**src/sv/dwd_pkg.sv**
```systemverilog
package dwd_pkg;

   // Default number of entries held by the queue.
   localparam int DepthDefault = 32;

   // Fixed field widths of the request and response items.
   localparam int DATA_W   = 32;
   localparam int OP_W     = 3;
   localparam int STATUS_W = 2;
   localparam int COUNT_W  = 6;

   typedef logic [OP_W-1:0]     op_type;
   typedef logic [STATUS_W-1:0] status_type;

   // Operation codes carried by a request item.
   localparam op_type OP_PUSH_FRONT = 3'd0;
   localparam op_type OP_PUSH_BACK  = 3'd1;
   localparam op_type OP_VIEW_FWD   = 3'd2;
   localparam op_type OP_VIEW_BWD   = 3'd3;
   localparam op_type OP_DECIMATE   = 3'd4;
   localparam op_type OP_CLEAR      = 3'd5;

   // Status codes carried by a response item.
   localparam status_type ST_OK    = 2'd0;
   localparam status_type ST_EMPTY = 2'd1;
   localparam status_type ST_FULL  = 2'd2;
   localparam status_type ST_FEW   = 2'd3;

endpackage

```
**src/sv/dwd_req_if.sv**
```systemverilog
interface dwd_req_if;

   logic                                valid;
   logic                                ready;
   dwd_pkg::op_type                     op;
   logic signed [dwd_pkg::DATA_W-1:0]   value;

   modport source (output valid, output op, output value, input ready);
   modport sink   (input valid, input op, input value, output ready);

endinterface

```
**src/sv/dwd_rsp_if.sv**
```systemverilog
interface dwd_rsp_if;

   logic                                valid;
   logic                                ready;
   logic signed [dwd_pkg::DATA_W-1:0]   data;
   dwd_pkg::status_type                 status;
   logic                                last;
   logic [dwd_pkg::COUNT_W-1:0]         count;

   modport source (output valid, output data, output status, output last, output count,
                   input ready);
   modport sink   (input valid, input data, input status, input last, input count,
                   output ready);

endinterface

```
**src/sv/dwd_ram.sv**
```systemverilog
module dwd_ram #(
   parameter int WIDTH = dwd_pkg::DATA_W,
   parameter int DEPTH = dwd_pkg::DepthDefault
) (
   input  logic                     clock,
   input  logic                     wr_en,
   input  logic [$clog2(DEPTH)-1:0] wr_addr,
   input  logic [WIDTH-1:0]         wr_data,
   input  logic [$clog2(DEPTH)-1:0] rd_addr,
   output logic [WIDTH-1:0]         rd_data
);

   logic [WIDTH-1:0] mem_ff [DEPTH];
   logic [WIDTH-1:0] rd_data_ff;

   // One write port and one registered read port.
   always_ff @(posedge clock) begin
      if (wr_en) begin
         mem_ff[wr_addr] <= wr_data;
      end
      rd_data_ff <= mem_ff[rd_addr];
   end

   assign rd_data = rd_data_ff;

endmodule

```
**src/sv/deque_with_decimate_top.sv**
```systemverilog
// Bounded double-ended queue of signed 32-bit values with decimation.
// Requests arrive on req_ch (op, value) and responses leave on rsp_ch
// (data, status, last, count); both use a valid/ready handshake and an
// item moves at a rising clock edge where valid and ready are both high.
// Push front, push back, clear and unused codes give one response item each
// and may follow one another in every cycle while the receiver takes the responses.
// A view gives one item per held entry (one item with empty status when
// nothing is held); after acceptance the first item passes the RAM read
// register and then the response register, and the rest follow one per
// cycle while the receiver takes them. A decimation of N entries writes
// ceil(N/2)-1 moved entries, one per cycle through the entry RAM, and then
// gives its one response item. The response sits in an output register, so
// a new request can be taken in the same cycle as the previous response is
// taken. Responses needing no view walk or move come in the cycle after acceptance.
// A stalled receiver holds the response register and the view walk in
// place; no request is taken until the current one has finished.
// Reset empties the queue and drops any response not yet taken; the entry
// RAM itself is not cleared, since entries are only read once written.
module deque_with_decimate_top #(
   parameter int DEPTH = dwd_pkg::DepthDefault
) (
   input  logic        clock,
   input  logic        reset,
   dwd_req_if.sink     req_ch,
   dwd_rsp_if.source   rsp_ch
);

   localparam int AW = $clog2(DEPTH);
   localparam int CW = $clog2(DEPTH + 1);
   localparam int PW = CW + 1;

   typedef enum logic [1:0] {S_IDLE, S_VIEW, S_DEC} state_type;

   state_type                         state_ff, state_in;
   logic [AW-1:0]                     head_ff, head_in;
   logic [CW-1:0]                     count_ff, count_in;
   logic [CW-1:0]                     idx_ff, idx_in;
   logic [CW-1:0]                     kept_ff, kept_in;
   logic                              bwd_ff, bwd_in;
   logic                              out_valid_ff, out_valid_in;
   logic signed [dwd_pkg::DATA_W-1:0] out_data_ff, out_data_in;
   dwd_pkg::status_type               out_status_ff, out_status_in;
   logic                              out_last_ff, out_last_in;
   logic [dwd_pkg::COUNT_W-1:0]       out_count_ff, out_count_in;

   logic                              out_free;
   logic                              accept;
   logic                              full;
   logic [CW:0]                       kept_sum;
   logic [CW-1:0]                     kept_calc;
   logic                              out_load;
   logic signed [dwd_pkg::DATA_W-1:0] load_data;
   dwd_pkg::status_type               load_status;
   logic                              load_last;
   logic                              wr_en;
   logic [AW-1:0]                     wr_addr;
   logic [dwd_pkg::DATA_W-1:0]        wr_data;
   logic [PW-1:0]                     rd_pos;
   logic [AW-1:0]                     rd_addr;
   logic [dwd_pkg::DATA_W-1:0]        rd_data;

   // Ring slot of a position counted from the front entry.
   function automatic logic [AW-1:0] slot_of(input logic [AW-1:0] head,
                                             input logic [PW-1:0] pos);
      logic [PW:0] sum;
      sum = {{(PW + 1 - AW){1'b0}}, head} + {1'b0, pos};
      if (sum >= (PW + 1)'(DEPTH)) begin
         sum = sum - (PW + 1)'(DEPTH);
      end
      return sum[AW-1:0];
   endfunction

   // Handshake and queue status.
   assign out_free     = !out_valid_ff || rsp_ch.ready;
   assign req_ch.ready = (state_ff == S_IDLE) && out_free;
   assign accept       = req_ch.valid && req_ch.ready;
   assign full         = (count_ff >= CW'(DEPTH));
   assign kept_sum     = {1'b0, count_ff} + (CW + 1)'(1);
   assign kept_calc    = kept_sum[CW:1];

   // Operation sequencing, RAM writes and response loading.
   always_comb begin
      state_in     = state_ff;
      head_in      = head_ff;
      count_in     = count_ff;
      idx_in       = idx_ff;
      kept_in      = kept_ff;
      bwd_in       = bwd_ff;
      out_load     = 1'b0;
      load_data    = '0;
      load_status  = dwd_pkg::ST_OK;
      load_last    = 1'b1;
      wr_en        = 1'b0;
      wr_addr      = '0;
      wr_data      = rd_data;

      case (state_ff)
         S_IDLE: begin
            if (accept) begin
               out_load = 1'b1;
               case (req_ch.op)
                  dwd_pkg::OP_PUSH_FRONT: begin
                     if (full) begin
                        load_status = dwd_pkg::ST_FULL;
                     end else begin
                        head_in  = (head_ff == '0) ? AW'(DEPTH - 1) : head_ff - AW'(1);
                        wr_en    = 1'b1;
                        wr_addr  = head_in;
                        wr_data  = req_ch.value;
                        count_in = count_ff + CW'(1);
                     end
                  end
                  dwd_pkg::OP_PUSH_BACK: begin
                     if (full) begin
                        load_status = dwd_pkg::ST_FULL;
                     end else begin
                        wr_en    = 1'b1;
                        wr_addr  = slot_of(head_ff, PW'(count_ff));
                        wr_data  = req_ch.value;
                        count_in = count_ff + CW'(1);
                     end
                  end
                  dwd_pkg::OP_VIEW_FWD, dwd_pkg::OP_VIEW_BWD: begin
                     if (count_ff == '0) begin
                        load_status = dwd_pkg::ST_EMPTY;
                     end else begin
                        out_load = 1'b0;
                        state_in = S_VIEW;
                        idx_in   = '0;
                        bwd_in   = (req_ch.op == dwd_pkg::OP_VIEW_BWD);
                     end
                  end
                  dwd_pkg::OP_DECIMATE: begin
                     if (count_ff < CW'(2)) begin
                        load_status = dwd_pkg::ST_FEW;
                     end else if (kept_calc == CW'(1)) begin
                        count_in = kept_calc;
                     end else begin
                        out_load = 1'b0;
                        state_in = S_DEC;
                        idx_in   = CW'(1);
                        kept_in  = kept_calc;
                     end
                  end
                  dwd_pkg::OP_CLEAR: begin
                     head_in  = '0;
                     count_in = '0;
                  end
                  default: begin
                     load_status = dwd_pkg::ST_OK;
                  end
               endcase
            end
         end
         S_VIEW: begin
            // The RAM output holds the entry at view step idx_ff (from the front or the back) until it is taken.
            if (out_free) begin
               out_load  = 1'b1;
               load_data = rd_data;
               load_last = (idx_ff == count_ff - CW'(1));
               if (load_last) begin
                  state_in = S_IDLE;
               end else begin
                  idx_in = idx_ff + CW'(1);
               end
            end
         end
         S_DEC: begin
            // The RAM output holds the entry at twice idx_ff; move it to idx_ff.
            wr_en   = 1'b1;
            wr_addr = slot_of(head_ff, PW'(idx_ff));
            if (idx_ff == kept_ff - CW'(1)) begin
               count_in = kept_ff;
               out_load = 1'b1;
               state_in = S_IDLE;
            end else begin
               idx_in = idx_ff + CW'(1);
            end
         end
         default: begin
            state_in = S_IDLE;
         end
      endcase

      out_valid_in  = out_load || (out_valid_ff && !rsp_ch.ready);
      out_data_in   = out_load ? load_data : out_data_ff;
      out_status_in = out_load ? load_status : out_status_ff;
      out_last_in   = out_load ? load_last : out_last_ff;
      out_count_in  = out_load ? dwd_pkg::COUNT_W'(count_in) : out_count_ff;
   end

   // Read address for the next cycle: the source entry of a move, or the
   // entry the view walk will hold.
   always_comb begin
      if (state_in == S_DEC) begin
         rd_pos = {idx_in, 1'b0};
      end else if (bwd_in) begin
         rd_pos = PW'(count_ff - CW'(1) - idx_in);
      end else begin
         rd_pos = PW'(idx_in);
      end
   end

   assign rd_addr = slot_of(head_ff, rd_pos);

   // State, pointers and response register.
   always_ff @(posedge clock) begin
      out_data_ff   <= out_data_in;
      out_status_ff <= out_status_in;
      out_last_ff   <= out_last_in;
      out_count_ff  <= out_count_in;
      idx_ff        <= idx_in;
      kept_ff       <= kept_in;
      bwd_ff        <= bwd_in;
      if (reset) begin
         state_ff     <= S_IDLE;
         head_ff      <= '0;
         count_ff     <= '0;
         out_valid_ff <= 1'b0;
      end else begin
         state_ff     <= state_in;
         head_ff      <= head_in;
         count_ff     <= count_in;
         out_valid_ff <= out_valid_in;
      end
   end

   // Entry store.
   dwd_ram #(
      .WIDTH (dwd_pkg::DATA_W),
      .DEPTH (DEPTH)
   ) u_entry_ram (
      .clock   (clock),
      .wr_en   (wr_en),
      .wr_addr (wr_addr),
      .wr_data (wr_data),
      .rd_addr (rd_addr),
      .rd_data (rd_data)
   );

   assign rsp_ch.valid  = out_valid_ff;
   assign rsp_ch.data   = out_data_ff;
   assign rsp_ch.status = out_status_ff;
   assign rsp_ch.last   = out_last_ff;
   assign rsp_ch.count  = out_count_ff;

   // The queue never holds more entries than it has slots.
   assert property (@(posedge clock) disable iff (reset) count_ff <= CW'(DEPTH))
      else $error("entry count exceeds depth");

   // A clear empties the queue and rewinds the head.
   assert property (@(posedge clock) disable iff (reset)
      accept && req_ch.op == dwd_pkg::OP_CLEAR |=> count_ff == '0 && head_ff == '0)
      else $error("clear did not empty the queue");

   // An accepted push into a queue with room adds exactly one entry.
   assert property (@(posedge clock) disable iff (reset)
      accept && !full &&
      (req_ch.op == dwd_pkg::OP_PUSH_FRONT || req_ch.op == dwd_pkg::OP_PUSH_BACK)
      |=> count_ff == $past(count_ff) + CW'(1))
      else $error("push did not add one entry");

   // A response that is not the final one can only come from a view walk.
   assert property (@(posedge clock) disable iff (reset)
      out_valid_ff && !out_last_ff |-> state_ff == S_VIEW && idx_ff < count_ff)
      else $error("non-final response outside a view");

endmodule

```
**src/flat_wrapper.sv**
```systemverilog
// flat-port wrapper written by rule: the top's interface ports become plain ports
module deque_with_decimate_top_flat 
#(
   parameter int DEPTH = dwd_pkg::DepthDefault
)
  (clock, reset, req_ch_valid, req_ch_op, req_ch_value, req_ch_ready, rsp_ch_valid, rsp_ch_data, rsp_ch_status, rsp_ch_last, rsp_ch_count, rsp_ch_ready);
  dwd_req_if req_ch_i ();
  dwd_rsp_if rsp_ch_i ();
  input  logic clock;
  input  logic reset;
  input wire logic [$bits(req_ch_i.valid)-1:0] req_ch_valid;
  input wire logic [$bits(req_ch_i.op)-1:0] req_ch_op;
  input wire logic [$bits(req_ch_i.value)-1:0] req_ch_value;
  output wire logic [$bits(req_ch_i.ready)-1:0] req_ch_ready;
  output wire logic [$bits(rsp_ch_i.valid)-1:0] rsp_ch_valid;
  output wire logic [$bits(rsp_ch_i.data)-1:0] rsp_ch_data;
  output wire logic [$bits(rsp_ch_i.status)-1:0] rsp_ch_status;
  output wire logic [$bits(rsp_ch_i.last)-1:0] rsp_ch_last;
  output wire logic [$bits(rsp_ch_i.count)-1:0] rsp_ch_count;
  input wire logic [$bits(rsp_ch_i.ready)-1:0] rsp_ch_ready;
  assign req_ch_i.valid = req_ch_valid;
  assign req_ch_i.op = req_ch_op;
  assign req_ch_i.value = req_ch_value;
  assign req_ch_ready = req_ch_i.ready;
  assign rsp_ch_valid = rsp_ch_i.valid;
  assign rsp_ch_data = rsp_ch_i.data;
  assign rsp_ch_status = rsp_ch_i.status;
  assign rsp_ch_last = rsp_ch_i.last;
  assign rsp_ch_count = rsp_ch_i.count;
  assign rsp_ch_i.ready = rsp_ch_ready;
  deque_with_decimate_top #(.DEPTH(DEPTH)) u_core (.clock(clock), .reset(reset), .req_ch(req_ch_i), .rsp_ch(rsp_ch_i));
endmodule
```
**config.mk**
```make
export PLATFORM = sky130hd
export DESIGN_NAME = deque_with_decimate_top_flat
export DESIGN_NICKNAME = d
export VERILOG_FILES = /design/src/sv/dwd_pkg.sv /design/src/sv/dwd_req_if.sv /design/src/sv/dwd_rsp_if.sv /design/src/sv/dwd_ram.sv /design/src/sv/deque_with_decimate_top.sv /design/src/flat_wrapper.sv
export SDC_FILE = /design/constraint.sdc
export NUM_CORES = 1
export LEC_CHECK = 0
export BUFFER_PORTS_ARGS = -buffer_cell sky130_fd_sc_hd__clkbuf_2
export CAP_MARGIN = 20
export CORE_ASPECT_RATIO = 1.4
export CORE_MARGIN = 2
export CORE_UTILIZATION = 60
export CTS_CLUSTER_DIAMETER = 100
export DETAILED_ROUTE_END_ITERATION = 8
export PLACE_DENSITY = 0.85
export SLEW_MARGIN = 20
export SYNTH_ARGS = -nofsm -noshare
export SYNTH_HDL_FRONTEND = slang
export SYNTH_SLANG_ARGS = --single-unit
```
**constraint.sdc**
```tcl
create_clock -name clock -period 11.4 [get_ports clock]
set_input_delay 2.28 -clock clock [delete_from_list [all_inputs] [get_ports clock]]
set_output_delay 2.28 -clock clock [all_outputs]
set_load 0.02 [all_outputs]
```
# Word-level counts from Yosys, hierarchy flattened
# Memory sizes are Yosys's and may differ from the RTL's. A register that Yosys moved wholly into a read port is not among the register bits.
# Index checks and enable logic that the tools add are counted.
dict set report word_totals {
  ff_bits 68
  ram_bits 1024
  inputBits 39
  out_inout_bits 43
  elab_cells 127
  mem_count 1
}
# memory words width rd rd_clocked_by_memory_dff wr line
set memory_table {}
lappend memory_table {u_core.u_entry_ram.mem_ff 32 32 1 1 1 dwd_ram.sv:13} ;# logic [WIDTH-1:0] mem_ff [DEPTH];
dict set report op_classes {
  add_sub_neg 14
  n_lt_le_gt_ge 5
  n_eq_ne 12
  mux 64
  n_bitwise 2
  reduce_logical 18
}
# cell count
set ops {}
lappend ops {{$mux 32} 4}
lappend ops {{$mux 6} 12}
lappend ops {{$mux 5} 8}
lappend ops {{$pmux 6 s3} 2}
lappend ops {{$pmux 5 s2} 3}
lappend ops {{$pmux 6 s2} 2}
lappend ops {{$sub 5x1->5 const B} 4}
lappend ops {{$mux 2} 9}
lappend ops {{$mux 1} 16}
lappend ops {{$add 5x6->7} 2}
lappend ops {{$ge 7x6->1 const B} 2}
lappend ops {{$mux 7} 2}
lappend ops {{$add 6x1->6 const B} 2}
lappend ops {{$eq 6x6->1} 2}
lappend ops {{$pmux 2 s3} 2}
lappend ops {{$sub 6x1->6 const B} 2}
lappend ops {{$add 5x7->8} 1}
lappend ops {{$ge 8x6->1 const B} 1}
lappend ops {{$add 6x1->7 const B} 1}
lappend ops {{$sub 6x1->7 const B} 1}
lappend ops {{$sub 7x6->7} 1}
lappend ops {{$eq 3x2->1 const B} 2}
lappend ops {{$eq 3x3->1 const B} 2}
lappend ops {{$eq 6x1->1 const B} 1}
lappend ops {{22 further kinds} 31}

# Depth between registers and ports, before layout
dict set report logic_depth {
  ltp_word 13
  mapped_depth 29
  mapped_depth_nobuf 25
}

# By module
# From an unflattened synthesis, not the netlist that was laid out.
dict set report hier_totals {
  cells_unflattened 2795
  area_unflattened_um2 45229.6
}
# module instances cells_each area_per_inst_um2
set modules_own_cells {}
lappend modules_own_cells {dwd_ram 1 2260 40492.6}
lappend modules_own_cells {deque_with_decimate_top 1 535 4737.0}

# Least setup slack after synthesis
# OpenSTA, ideal clock, no wires.
dict set report synth_path {
  path_type {input port to flip-flop}
  from {input rsp_ch_ready}
  to {register u_core.u_entry_ram.rd_data_ff[21] (netlist: u_core.u_entry_ram.rd_data[21]) (read register of u_core.u_entry_ram.mem_ff)}
  t_arrival_ns 6.968
  slack_ns 4.350
  path_stages 24
  cell_sequence {nand2b_1 > and3_1 > clkbuf_1 > o41ai_4 > o21ai_0 > nor2_1 > a31oi_1 > nor2_1 > ha_1 > inv_1 > fa_1 > a21oi_1 > o2bb2ai_1 > fa_1 > xnor2_1 > clkbuf_1 > clkbuf_1 > clkbuf_1 > nand2_1 > nand3_1 > o21ai_0 > nor2_1 > mux2i_1 > o2111ai_1}
}
dict set report synth_via {
  elab_chain_len 11
}
# element line
set synth_rtl {}
lappend synth_rtl {{start, declared} flat_wrapper.sv:20} ;# input wire logic [$bits(rsp_ch_i.ready)-1:0] rsp_ch_ready;
lappend synth_rtl {{$logic_or 1x1->1 (*)} deque_with_decimate_top.sv:74} ;# assign out_free = !out_valid_ff || rsp_ch.ready;
lappend synth_rtl {{$logic_and 1x1->1} deque_with_decimate_top.sv:75} ;# assign req_ch.ready = (state_ff == S_IDLE) && out_free;
lappend synth_rtl {{$logic_and 1x1->1} deque_with_decimate_top.sv:76} ;# assign accept = req_ch.valid && req_ch.ready;
lappend synth_rtl {{$mux 6} deque_with_decimate_top.sv:99} ;# if (accept) begin
lappend synth_rtl {{$pmux 6 s3} deque_with_decimate_top.sv:97} ;# case (state_ff)
lappend synth_rtl {{$sub 7x6->7} deque_with_decimate_top.sv:198} ;# rd_pos = PW'(count_ff - CW'(1) - idx_in);
lappend synth_rtl {{$mux 7} deque_with_decimate_top.sv:197} ;# end else if (bwd_in) begin
lappend synth_rtl {{$mux 7 (*)} deque_with_decimate_top.sv:195} ;# if (state_in == S_DEC) begin
lappend synth_rtl {{$add 5x7->8 (*)} deque_with_decimate_top.sv:66} ;# sum = {{(PW + 1 - AW){1'b0}}, head} + {1'b0, pos};
lappend synth_rtl {{$ge 8x6->1 / $sub 5x1->5 (equally long branches)} {deque_with_decimate_top.sv:67, deque_with_decimate_top.sv:68}}
lappend synth_rtl {{$mux 5 (*)} deque_with_decimate_top.sv:67} ;# if (sum >= (PW + 1)'(DEPTH)) begin
lappend synth_rtl {{end, declared} dwd_ram.sv:14} ;# logic [WIDTH-1:0] rd_data_ff;
# Every way passes the cells marked *; elsewhere a longest branch is shown, timed or not.
# A chain may end at the register's enable or synchronous reset.

# Worst setup path after layout
dict set report layout_path {
  from {input rsp_ch_ready}
  to {register u_core.u_entry_ram.rd_data_ff[30] (netlist: u_core.u_entry_ram.rd_data[30]) (read register of u_core.u_entry_ram.mem_ff)}
}
# The elaborated chain is that of the path after synthesis.

==> impl_metrics.csv <==
group,metric,value,unit
run_status,status,"complete, no violations",
layout,fin_nets,2650,
clock_tree,cts_buffer_depth,3,
timing,tightest_slew,1.11,ns
global_routing,grt_usage,0.332,
critical_path,path_max_fanout,110,
pwr,p_leak,16.5,nW
critical_path,worstSetupPathType,"primary input to flip-flop",
timing,fmax,115,MHz
clock_tree,ctsHoldBuffers,0,
floorplanning,die_x,237,microns
floorplanning,die_height,330,microns
global_routing,grt_max_degree,111,
layout,areaGrowthSynthToFinish,11.3,%
drt,dr.pass1.iters,7,
yosys,postSynthAreaPerCell,18.3,sq um
clock_tree,ctsRootBufferMaster,"clkbuf_16",
placement,io_buffer_count,81,
drt,drc,0,
timing,fin_crit_sh,0.765,
pwr,peakVddDrop,0.366,mV
clock_tree,worstSkewPairLatency,0.68,ns
critical_path,cp.required,11.91,ns
layout,n_antenna_cell,0,
floorplanning,core_area,75000,sq um
global_routing,grt_pass1_vias,26800,
timing,finClkSkew,0.0274,ns
drt,wirelength,128000,microns
drt,drtIter0Drc,4429,
placement,place_congestion,0.925,
yosys,netlist_top_cells_count,"1072 x edfxtp_1, 356 x nand2_1, 288 x mux4_2",
layout,design_area,50600,sq um
floorplanning,initial_utilization,0.605,
yosys,synth.largest_area_cell,"edfxtp_1",
timing,tns,0,ns
yosys,synth_edf_count,1072,
global_routing,antenna_found_initial,0,
timing,setup_viol,0,
worst_hold_path,holdCritPathClass,"flip-flop to flip-flop",
worst_hold_path,min_from,"u_core.u_entry_ram.rd_data[20]",
yosys,netlist_instances,2480,
clock_tree,cts.sinks,1124,
clock_tree,cts_max_level,3,
clock_tree,cts-resized-gates,0,
pwr,p_per_area,255,nW/um^2
global_routing,grt-ovfl-total,0,
clock_tree,cts_buffers,94,
timing,hold_violations,0,
global_routing,grt_pass1_wl,183000,microns
yosys,yosysSeqAreaShare,0.731,
critical_path,r2r-start,"u_core.count_ff[0]",
floorplanning,num_rows,119,
critical_path,crit_path_end_kind,"flip-flop",
placement,placed_cell_area,47300,sq um
critical_path,crit_arrival,9.22,ns
yosys,async_reset_ff_frac,0,
flow_run,maxCapViolCount,0,
drt,avgViaCountPerCell,7.19,
timing,slew_headroom,0.259,
yosys,syn-cell-area,45400,sq um
floorplanning,ios,82,
yosys,syn_nets,2546,
yosys,ys_ff_latch,1124,
drt,vias,26100,
critical_path,worstSetupStartpoint,"rsp_ch_ready",
timing,period_needed,8.72,ns
layout,drive_gt1_frac,0.237,
yosys,ys.warnings.count,0,
yosys,yosysMostFrequentCell,"edfxtp_1",
drt,postRouteAntennaNets,0,
yosys,synth_top_area_frac,0.708,
clock_tree,cts_tree,"built",
timing,drv_slew,0,
floorplanning,die-area,78000,sq um
timing,rsz0062_at_grt,"no",
drt,avgRoutedWirePerCell,35.3,microns
yosys,ys.flop_type,"edfxtp_1",
clock_tree,cts_setup_buffers,0,
yosys,synth_area_leaders,"edfxtp_1 71%, mux4_2 14%, nand2_1 2.9%, dfxtp_1 2.3%, and2_1 0.89%",
critical_path,critPathLaunchType,"primary input",
clock_tree,clk_pin_slew_worst_paths,0.07,ns
yosys,ys_types,73,
placement,post-dp-hpwl,62700,microns
## cells by family (layout without fill, tap and decap cells)
logic type	Yosys count	in the layout	synth area share
DFF	1124	1124	0.731
and+or+nand+nor	635	635	0.0616
muxes	320	320	0.150
AOI/OAI and AO/OA	184	184	0.0282
buffers and inverters	156	336	0.0139
xor gates and xnor gates	34	34	0.00697
adders and majority gates	27	27	0.00810
## worst max-delay path, stage by stage
cell and delay [ns]:
clkbuf_2 0.09, nand2b_1 0.18, and3_1 0.20, buf_4 0.30, o41ai_4 0.12, o21ai_0 0.28, nor2_1 0.17, a31oi_1 0.05
nor2_1 0.24, ha_1 0.22, inv_1 0.07, fa_1 0.50, a21oi_1 0.06, o2bb2ai_1 0.22, fa_4 1.44, buf_12 0.61
mux4_2 0.41, nand2_1 0.09, nand3_1 0.15, o21ai_0 0.39, nor2_1 0.10, o311ai_0 0.73, o2111ai_1 0.23
## cell type report
| type | count | area (sq um) |
|---|---|---|
| clock buffers | 117 | 2550 |
| clock inverters | 55 | 683 |
| fillers | 4371 | 24500 |
| inverters | 28 | 105 |
| multi-input cells | 1200 | 11900 |
| flip-flops and latches | 1124 | 33200 |
| well taps | 968 | 1210 |
| repair buffers | 136 | 868 |
## flip-flops by register name, indices dropped and copies added, names as in the netlist, named ones only
signal                      count
u_core.bwd_ff                   1
u_core.count_ff                 6
u_core.head_ff                  5
u_core.idx_ff                   5
u_core.kept_ff                  6
u_core.rsp_ch.count             6
u_core.rsp_ch.data             32
u_core.rsp_ch.last              1
u_core.rsp_ch.status            2
u_core.rsp_ch.valid             1
u_core.state_ff                 2
u_core.u_entry_ram.mem_ff    1024
u_core.u_entry_ram.rd_data     32
## path summary, 6_finish.rpt
path                                                        to  cells after the start  slack, ns
worst min-delay path                    u_core.rsp_ch.data[20]                      1       0.55
worst min register to register          u_core.rsp_ch.data[20]                      1       0.55
worst max register to register  u_core.u_entry_ram.rd_data[30]                     24       2.95
worst max-delay path            u_core.u_entry_ram.rd_data[30]                     23       2.68
## layout by cell type (no fill, tap or decap), drive strengths merged, types with 4 or more instances in the layout
cell / n
xnor2: 22
a31oi: 4
o2111ai: 32
dfxtp: 52
clkbuf: 198
buf: 55
ha: 23
bufinv: 14
nor4: 4
or3: 9
mux4: 288
o21ai: 52
a211oi: 7
xor2: 12
nor3: 13
nand3b: 4
nand2: 356
nand2b: 7
nor2: 103
nand3: 48
a21oi: 37
fa: 4
o31a: 4
nor2b: 10
clkinv: 30
and2: 67
clkinvlp: 7
edfxtp: 1072
a21o: 10
mux2i: 32
a22oi: 5
inv: 32
## power breakdown
part,internal (W),switching (W)
Sequential,0.00518,0.000101
Combinational,0.00169,0.00252
Clock,0.00192,0.00150
Total,0.00879,0.00411
## metal layers
| metal | global-route usage | wire (microns) |
|---|---|---|
| met1 | 0.397 | 38700 |
| met3 | 0.0754 | 16900 |
| met5 | 0 | 0 |
| met2 | 0.539 | 62000 |
| met4 | 0.238 | 10400 |
## through the flow
step / std cells / total power (W) / utilization / hold WS [ns] / setup slack [ns]
after floorplan: 2480 / 0.00827 / - / 0.500 / 4.35
after global placement: 3456 / 0.00913 / 0.631 / 0.526 / 2.22
after detailed placement: 3456 / 0.00936 / 0.631 / 0.522 / 2.28
after CTS: 3628 / 0.0128 / 0.674 / 0.549 / 2.98
after global routing: 3628 / 0.0133 / 0.674 / 0.582 / 2.40
final: 3628 / 0.0129 / 0.674 / 0.550 / 2.68
Power figures use the tool's default switching activity.
